===== src/rtl/scr_pkg.sv =====
// Shared constants and types for the sync/CRC frame receiver.
`timescale 1ns / 1ps

package scr_pkg;

  localparam logic [7:0]  SYNC_LO       = 8'h55;
  localparam logic [7:0]  SYNC_HI       = 8'hAA;
  localparam logic [15:0] CRC_POLY      = 16'h1021;
  localparam logic [15:0] CRC_INIT      = 16'hFFFF;
  localparam int          TIME_BYTES    = 8;
  localparam int          NUM_VALUES    = 14;
  localparam logic [5:0]  PAYLOAD_BYTES = 6'd36;
  localparam logic [5:0]  LAST_BYTE     = 6'd37;
  localparam logic [3:0]  LAST_INDEX    = 4'd13;

  typedef logic [NUM_VALUES-1:0][15:0] value_set_t;

  // Handoff of a checked frame from the framer to the output buffer.
  typedef struct packed {
    logic       load;
    logic [63:0] frame_time;
    value_set_t values;
  } frame_done_t;

endpackage


===== src/rtl/scr_crc16.sv =====
// CRC-16/CCITT byte update, msb first.
`timescale 1ns / 1ps

module scr_crc16
  import scr_pkg::*;
(
  input  logic [15:0] crc_in,
  input  logic [7:0]  data,
  output logic [15:0] crc_out
);

  always_comb begin
    logic [15:0] c;
    c = crc_in ^ {data, 8'h00};
    for (int k = 0; k < 8; k++) begin
      if (c[15]) begin
        c = {c[14:0], 1'b0} ^ CRC_POLY;
      end else begin
        c = {c[14:0], 1'b0};
      end
    end
    crc_out = c;
  end

endmodule


===== src/rtl/scr_framer.sv =====
// Sync hunt, field capture and CRC check for incoming bytes.
`timescale 1ns / 1ps

module scr_framer
  import scr_pkg::*;
(
  input  logic        clk,
  input  logic        rst,
  input  logic        rx_valid,
  input  logic [7:0]  rx_byte,
  output logic        rx_stall,
  input  logic        out_busy,
  output frame_done_t done
);

  localparam logic [1:0] PH_HUNT  = 2'd0;
  localparam logic [1:0] PH_SYNC2 = 2'd1;
  localparam logic [1:0] PH_BODY  = 2'd2;

  logic [1:0]  phase;
  logic [5:0]  byte_count;
  logic [15:0] crc_acc;
  logic [15:0] crc_next;
  logic [63:0] time_reg;
  value_set_t  value_store;
  logic [7:0]  crc_low_byte;
  logic        accept;
  logic        at_tail;

  scr_crc16 u_crc (
    .crc_in  (crc_acc),
    .data    (rx_byte),
    .crc_out (crc_next)
  );

  assign at_tail = (phase == PH_BODY) && (byte_count >= LAST_BYTE);
  // Hold the closing byte while the previous frame still drains.
  assign rx_stall = at_tail && out_busy;
  assign accept   = rx_valid && !rx_stall;

  assign done.load = accept && (phase == PH_BODY) && (byte_count == LAST_BYTE) &&
                     ({rx_byte, crc_low_byte} == crc_acc);
  assign done.frame_time = time_reg;
  assign done.values     = value_store;

  always_ff @(posedge clk) begin
    if (rst) begin
      phase      <= PH_HUNT;
      byte_count <= '0;
      crc_acc    <= CRC_INIT;
    end else if (accept) begin
      case (phase)
        PH_SYNC2: begin
          if (rx_byte == SYNC_HI) begin
            phase      <= PH_BODY;
            byte_count <= '0;
            crc_acc    <= CRC_INIT;
          end else begin
            phase <= PH_HUNT;
          end
        end
        PH_BODY: begin
          if (byte_count < PAYLOAD_BYTES) begin
            crc_acc    <= crc_next;
            byte_count <= byte_count + 6'd1;
          end else if (byte_count == PAYLOAD_BYTES) begin
            byte_count <= byte_count + 6'd1;
          end else begin
            phase      <= PH_HUNT;
            byte_count <= '0;
          end
        end
        default: begin
          phase <= (rx_byte == SYNC_LO) ? PH_SYNC2 : PH_HUNT;
        end
      endcase
    end
  end

  always_ff @(posedge clk) begin
    if (accept && (phase == PH_BODY)) begin
      for (int i = 0; i < TIME_BYTES; i++) begin
        if (byte_count == 6'(i)) begin
          time_reg[8*i +: 8] <= rx_byte;
        end
      end
      for (int i = 0; i < NUM_VALUES; i++) begin
        if (byte_count == 6'(TIME_BYTES + 2*i)) begin
          value_store[i][7:0] <= rx_byte;
        end
        if (byte_count == 6'(TIME_BYTES + 2*i + 1)) begin
          value_store[i][15:8] <= rx_byte;
        end
      end
      if (byte_count == PAYLOAD_BYTES) begin
        crc_low_byte <= rx_byte;
      end
    end
  end

endmodule


===== src/rtl/scr_out_buf.sv =====
// Result buffer that drains one checked frame, one value per word.
`timescale 1ns / 1ps

module scr_out_buf
  import scr_pkg::*;
(
  input  logic        clk,
  input  logic        rst,
  input  frame_done_t done,
  output logic        busy,
  output logic        res_valid,
  input  logic        res_stall,
  output logic [63:0] frame_time,
  output logic [3:0]  value_index,
  output logic [15:0] joint_value,
  output logic        last_value
);

  logic [3:0]  idx;
  logic [63:0] time_hold;
  value_set_t  vals;
  logic        drain;

  assign drain       = busy && !res_stall;
  assign res_valid   = busy;
  assign frame_time  = time_hold;
  assign value_index = idx;
  assign joint_value = vals[0];
  assign last_value  = (idx == LAST_INDEX);

  always_ff @(posedge clk) begin
    if (rst) begin
      busy <= 1'b0;
      idx  <= '0;
    end else if (done.load) begin
      busy <= 1'b1;
      idx  <= '0;
    end else if (drain) begin
      if (idx == LAST_INDEX) begin
        busy <= 1'b0;
      end else begin
        idx <= idx + 4'd1;
      end
    end
  end

  always_ff @(posedge clk) begin
    if (done.load) begin
      time_hold <= done.frame_time;
      vals      <= done.values;
    end else if (drain) begin
      // advance: shift the next value into the head slot
      for (int i = 0; i < NUM_VALUES - 1; i++) begin
        vals[i] <= vals[i+1];
      end
    end
  end

endmodule


===== src/rtl/sync_crc_frame_receiver.sv =====
// Top level of the sync-word frame receiver with CRC-16 check.
//
//  channel | direction | handshake            | payload
//  --------+-----------+----------------------+---------------------------------------
//  rx      | in        | rx_valid / rx_stall  | rx_byte
//  res     | out       | res_valid / res_stall| frame_time, value_index, joint_value,
//          |           |                      | last_value
//
// One received byte per cycle while rx_stall is low: sync hunt, field capture and the CRC byte
// update are a single level of logic ahead of the state registers.
// A frame with a good CRC yields fourteen result words, one per cycle from the output
// buffer while res_stall is low, starting the cycle after the closing CRC byte is taken.
// The closing byte of the next frame is stalled only while the buffer still drains.
// Reset (rst, synchronous) returns to sync hunting; no clearing pass is needed.
// A stalled result word holds its payload until taken.
`timescale 1ns / 1ps

module sync_crc_frame_receiver
  import scr_pkg::*;
(
  input  logic        clk,
  input  logic        rst,
  input  logic        rx_valid,
  output logic        rx_stall,
  input  logic [7:0]  rx_byte,
  output logic        res_valid,
  input  logic        res_stall,
  output logic [63:0] frame_time,
  output logic [3:0]  value_index,
  output logic [15:0] joint_value,
  output logic        last_value
);

  frame_done_t done;
  logic        out_busy;

  // Frame state: hunt for the sync pair, collect fields, check the CRC.
  scr_framer u_framer (
    .clk      (clk),
    .rst      (rst),
    .rx_valid (rx_valid),
    .rx_byte  (rx_byte),
    .rx_stall (rx_stall),
    .out_busy (out_busy),
    .done     (done)
  );

  // Copy of a good frame, drained one word per accepted handshake.
  scr_out_buf u_out_buf (
    .clk         (clk),
    .rst         (rst),
    .done        (done),
    .busy        (out_busy),
    .res_valid   (res_valid),
    .res_stall   (res_stall),
    .frame_time  (frame_time),
    .value_index (value_index),
    .joint_value (joint_value),
    .last_value  (last_value)
  );

endmodule


===== config.mk =====
export PLATFORM = sky130hd
export DESIGN_NAME = sync_crc_frame_receiver
export DESIGN_NICKNAME = d
export VERILOG_FILES = /design/src/rtl/scr_pkg.sv /design/src/rtl/scr_crc16.sv /design/src/rtl/scr_framer.sv /design/src/rtl/scr_out_buf.sv /design/src/rtl/sync_crc_frame_receiver.sv
export SDC_FILE = /design/constraint.sdc
export NUM_CORES = 1
export LEC_CHECK = 0
export BUFFER_PORTS_ARGS = -buffer_cell sky130_fd_sc_hd__buf_4
export CAP_MARGIN = 20
export CORE_AREA = 3 3 231 233
export CTS_CLUSTER_SIZE = 28
export DETAILED_ROUTE_END_ITERATION = 8
export DIE_AREA = 0 0 234 236
export MAX_ROUTING_LAYER = met4
export SYNTH_ARGS = -nofsm -noshare
export SYNTH_HDL_FRONTEND = slang
export SYNTH_SLANG_ARGS = --single-unit

===== constraint.sdc =====
create_clock -name clk -period 24.4 [get_ports clk]
set_input_delay 6.1 -clock clk [delete_from_list [all_inputs] [get_ports clk]]
set_output_delay 6.1 -clock clk [all_outputs]
set_load 0.03 [all_outputs]

Yosys cells after proc, flatten, opt, wreduce, memory -nomap -nowiden

Index checks and enable logic that the tools add are counted.

Add/subtract/negate cells: 2
Order comparisons: 2
Equality and inequality tests: 47
Multiplexer cells: 25
Bitwise logic cells: 10
Reductions and logical operators: 56

Operator list:

| kind                  | number |
|---|---|
| $mux W208             | 2 |
| $mux W13              | 8 |
| $eq A6 B5 Y1 const B  | 16 |
| $reduce_and A2 Y1     | 39 |
| $eq A6 B4 Y1 const B  | 8 |
| $eq A6 B6 Y1 const B  | 6 |
| $mux W16              | 2 |
| $pmux W16 S2          | 1 |
| $eq A6 B3 Y1 const B  | 4 |
| $not A3 Y3            | 8 |
| $mux W6               | 3 |
| $eq A16 B16 Y1        | 1 |
| $xor A16 B16 Y16      | 1 |
| $eq A6 B2 Y1 const B  | 2 |
| $pmux W6 S2           | 1 |
| $eq A8 B7 Y1 const B  | 1 |
| $eq A8 B8 Y1 const B  | 1 |
| $logic_and A1 B1 Y1   | 7 |
| $add A6 B1 Y6 const B | 1 |
| $eq A6 B1 Y1 const B  | 1 |
| $ge A6 B6 Y1 const B  | 1 |
| $logic_not A6 Y1      | 1 |
| $lt A6 B6 Y1 const B  | 1 |
| $mux W2               | 3 |
| other kinds (14)      | 23 |

Register bits: 613
Input port bits: 12
Output and inout port bits: 87
Word-level logic and storage cells: 199

Logic depth before layout (Yosys ltp)

Depth in word-level cells: 19
Gate-level depth with buffers: 11

Hierarchy

A second synthesis with hierarchy kept.

Cells, all modules: 1,112
Area, all modules: 22,670.5 µm²

Modules (own cells, without submodules):

| module      | instances | cells each | area each (µm²) | seq. area each (µm²) |
|---|---|---|---|---|
| scr_out_buf | 1         | 566        | 11,633.7        | 8,748.4 |
| scr_framer  | 1         | 521        | 10,641.5        | 9,369.0 |
| scr_crc16   | 1         | 25         | 395.4           | 0.0 |

Worst setup path before layout

OpenSTA, ideal clock, no wires.

Kind: in2reg
Start point: input port rx_valid
End point: register u_out_buf.time_hold[0], in the netlist u_out_buf.frame_time[0] (enable)
Data arrival time: 14.709 ns
Data required time: 23.672 ns
Setup slack: 8.963 ns
Stages on the path: 4
Path buffers: 1
Cells stage by stage: nand2_1 -> or4_1 -> buf_2 -> nor4_1

RTL lines:

| item                 | line                          | text |
|---|---|---|
| start, declared      | sync_crc_frame_receiver.sv:23 | `input logic rx_valid,` |
| end signal, assigned | scr_out_buf.sv:49             | `time_hold <= done.frame_time;` |
| end, declared        | scr_out_buf.sv:20             | `logic [63:0] time_hold;` |

Worst setup path after layout

Start point: input port rx_byte[6]
End point: register u_out_buf.vals[101] (netlist bit) (data pin)

Word-level cells in the longest chain between the ends: 3

Ends and longest elaborated chain:

| item                          | line                          | text |
|---|---|---|
| start, declared               | sync_crc_frame_receiver.sv:25 | `input logic [7:0] rx_byte,` |
| $eq A16 B16 Y1                | scr_framer.sv:42              | `({rx_byte, crc_low_byte} == crc_acc);` |
| $logic_and A1 B1 Y1           | scr_framer.sv:41              | `assign done.load = accept && (phase == PH_BODY) && (byte_count == LAST_BYTE) &&` |
| $mux W208                     | scr_out_buf.sv:48             | `if (done.load) begin` |
| end signal, assigned          | scr_out_buf.sv:50             | `vals <= done.values;` |
| end signal, assigned by index | scr_out_buf.sv:54             | `vals[i] <= vals[i+1];` |
| end, declared                 | scr_out_buf.sv:21             | `value_set_t vals;` |

Every way passes these cells.
A chain may end at the register's enable or synchronous reset.

==> reports/qor.csv <==
stage,metric,value,unit
finish,area_growth,13.43,%
clock_tree,cts_tree,built,
status,status,"complete, no violations",
setup_path,critical_path.most_common_cell,buf_4,
finish,fin_util,51.03,%
setup_path,max_stage_delay,0.94,ns
timing,hold_viol_final,0,
setup_path,rrSetupSlack,19.14,ns
setup_path,path_cells,"buf_4, xor2_1, nor2_1, nand4_1, or4_4, buf_4, buf_4, mux2_2",
synthesis,syn_area_per_cell,20.82,um^2
synthesis,synthTopCellsByArea,"edfxtp_1, mux2_4, dfxtp_1, buf_6, xor2_1",
grt,grt_pass1_vias,10110,
setup_path,worst-path-buf-inv,3,
clock_tree,cts_buffers,60,
synthesis,ys.flop_type,edfxtp_1,
power,vdd_drop_max,61.88,uV
placed_design,port_buffers,98,
die,die_w,234,um
setup_path,worstPathMaxFanout,58,
synthesis,yosysWarnings,0,
routing,wl_per_cell,19.80,um
synthesis,ys_async_sr_fraction,0,%
synthesis,synthXorXnorAreaFrac,1.325,%
setup_path,startpoint_type,primary input,
die,dieHeight,236,um
synthesis,syn_inst,1111,
power,power.leakage,9.373,nW
die,die-area,55220,um^2
finish,multiInputGateArea,4542,um^2
finish,drive_gt1_share,32.24,%
grt,grt.overflow.total,0,
synthesis,yosysMostFrequentCell,edfxtp_1,
routing,viasPerCell,5.008,
synthesis,synth_largest_area_cell,edfxtp_1,
setup_path,r2r-end,u_out_buf.vals[71]$_DFFE_PP_,
setup_path,r2r_cells,8,
timing,finalCritPeriodShare,40.58,%
synthesis,post_synth_mux_area_share,13.47,%
grt,gr-usage-met3,3.442,%
power,swShare,19.19,%
die,initial_core_util,44.99,%
timing,worst_pin_slew,1.096,ns
timing,grt_setup_unrepaired,no,
grt,grt_antenna_before_repair,0,
grt,top_usage_layer,met2,
synthesis,synth-adder-area-share,0.4869,%
timing,fmax,101.0,MHz
setup_path,critPathArrivalTime,10.25,ns
clock_tree,clockBufferDepth,3,
clock_tree,postCtsSetupRepairBufs,0,
clock_tree,clk-insertion-delay-late,0.61,ns
timing,max-slew-margin-rel,26.92,%
power,pwr_density_cell,77.04,nW/um^2
timing,final_max_slew_viol_count,0,
grt,grtUsageMet1,19.51,%
clock_tree,postCtsHoldBufs,0,
clock_tree,htreeDepth,2,
routing,dr.pass1.iters,4,
synthesis,ys_top_cells_by_count,"edfxtp_1, mux2_4, nor2_1",
finish,fill_cells,4133,
worst_hold_path,hold_path_class,reg -> reg,
setup_path,crit_slowest_cell,buf_4,
routing,dr.first_iter.drc_count,644,
synthesis,synth_top_family_by_area,multiplexers,
clock_tree,cts.clk_slew.worst_paths,0.06,ns
finish,largest_reg_flops,224,
synthesis,synth_top_area_share,75.83,%
synthesis,yosysSeqAreaShare,78.34,%
synthesis,synthesis.area,23130,um^2
placed_design,place.gp.congestion,0.8064,
finish,seq_area,18120,um^2
grt,grt_pass1_wl,60080,um
timing,setup_tns,0,ns
placed_design,hpwl,21610,um
finish,fin_nets,1252,
synthesis,synth_compound_gate_area_share,1.358,%
power,p_comb_share,0.9,%
routing,wirelength,38770,um
setup_path,end_kind,register,
synthesis,synth_cell_types,47,
die,io_pins,99,
setup_path,cp.depth,8,
setup_path,cp.required,24.75,ns
routing,antenna_left,0,
timing,setup_violations,0,
power,switching_power,387.8,uW
die,fp-row-count,83,
power,power_frac_clock,42.6,%
flow_run,maxCapViolCount,0,
timing,skew,0.01036,ns
power,power_frac_seq,56.5,%
clock_tree,cts-root-buf,clkbuf_16,
synthesis,synth-edff-count,584,
finish,diodes,0,
routing,route.detailed.drc,0,
synthesis,ys_ff_latch,613,
setup_path,cpLargestDelayFamily,buffers and inverters,
die,coreArea,51410,um^2
grt,track_usage,14.53,%
timing,finalCriticalPeriod,9.903,ns
setup_path,r2r-start,u_framer.byte_count[1]$_SDFFE_PP0P_,
grt,globalRouteMet2Util,22.11,%
setup_path,crit_path_start,rx_byte[6],
clock_tree,ctsResizeCount,0,
clock_tree,clkSinkCount,613,
synthesis,yosys.area_share.simple,2.921,%
synthesis,synth_nets,1132,
setup_path,endpoint,u_out_buf.vals[101]$_DFFE_PP_,
power,power.internal,1.633,mW
routing,vias,9805,
grt,grt_start_max_net_pins,81,
setup_path,crit_type,in -> reg,
stage by stage:
stage	hold slack, ns	worst slack (ns)	total power [mW]	area, um^2	instances
after floorplan	0.4003	8.963	1.170	23130	1111
after detailed placement	0.4045	13.80	1.183	24400	1849
after global placement	0.4005	13.89	1.183	24380	1848
after global routing	0.4206	14.21	2.086	26230	1958
final	0.4151	14.50	2.021	26230	1958
after CTS	0.4180	14.45	2.044	26230	1958
layer usage:
layer  vias to the layer above  part of all wire [%]
li1                       4515                     -
met1                      5031                    45
met2                       190                    48
met3                        69                   5.3
met4                         0                   2.1
met5                         -                     0
logic make-up after synthesis:
family | Yosys count
adders and majority gates | 9
AOI/OAI and AO/OA | 46
DFF | 613
and+or+nand+nor | 131
buffers and inverters | 66
muxes | 211
xor gates and xnor gates | 35
placed cells by master, fill, tap and decap left out, types with 2 or more instances in the layout:
cell type   count
nand2_1        19
nand3b_1        3
dfxtp_1        29
a21oi_1        11
and2_1         17
clkbuf_1       11
clkbuf_16      60
a21boi_0        2
nand4_1         5
nor4bb_1        2
nor3_1          4
ha_1            9
xnor2_1        15
xor2_1         20
nor2_1         42
clkinv_1       10
mux2_2         10
clkbuf_8        2
buf_4         110
nand2b_1        5
o2111ai_1       2
bufinv_16       3
or3_1           3
a221oi_1        2
nor4_1          3
mux2i_1         3
mux2_4        198
clkinv_2       17
o21ai_0         9
o31ai_1         2
edfxtp_1      584
inv_1          13
a31oi_1         2
clkinvlp_4      4
nand3_1         8
nor3b_1         2
nor2b_1        10
a211o_1         8
worst min path at each step:
stage	startpoint	to	slack [ns]	depth (start not counted)
2_1_floorplan	u_framer.time_reg[0]$_DFFE_PP_	u_out_buf.frame_time[0]$_DFFE_PP_	0.40	0
3_3_place_gp	u_framer.done[210]$_DFFE_PP_	u_out_buf.vals[210]$_DFFE_PP_	0.40	0
3_5_place_dp	u_framer.time_reg[10]$_DFFE_PP_	u_out_buf.frame_time[10]$_DFFE_PP_	0.40	0
4_1_cts	u_framer.time_reg[63]$_DFFE_PP_	u_out_buf.frame_time[63]$_DFFE_PP_	0.42	0
5_1_grt	u_framer.done[210]$_DFFE_PP_	u_out_buf.vals[210]$_DFFE_PP_	0.42	0
6_report	u_framer.done[218]$_DFFE_PP_	u_out_buf.vals[218]$_DFFE_PP_	0.42	0
worst reg2reg max path: cells and delay by family (launching register included):
kind / cells / cell delay [ns]
AOI/OAI and AO/OA: 1 / 0.25
adders and majority gates: 1 / 0.35
buffers and inverters: 2 / 1.08
DFF: 1 / 0.41
and+or+nand+nor: 4 / 2.68
power groups by stage:
stage	clock [mW]	combinational (mW)	sequential, mW
5_1_grt	0.925	0.0202	1.14
4_1_cts	0.883	0.0187	1.14
3_3_place_gp	0	0.0181	1.16
6_report	0.861	0.0182	1.14
3_5_place_dp	0	0.0187	1.16
2_1_floorplan	0	0.00504	1.16
cell type report:
class,instances,share of cell area [%]
flip-flops and latches,613,69.06
clock inverters,36,1.021
repair buffers,111,3.191
clock buffers,73,5.986
multi-input cells,432,17.31
well taps,680,3.243
inverters,13,0.1860
No activity file was read; power rests on OpenSTA's default activity.
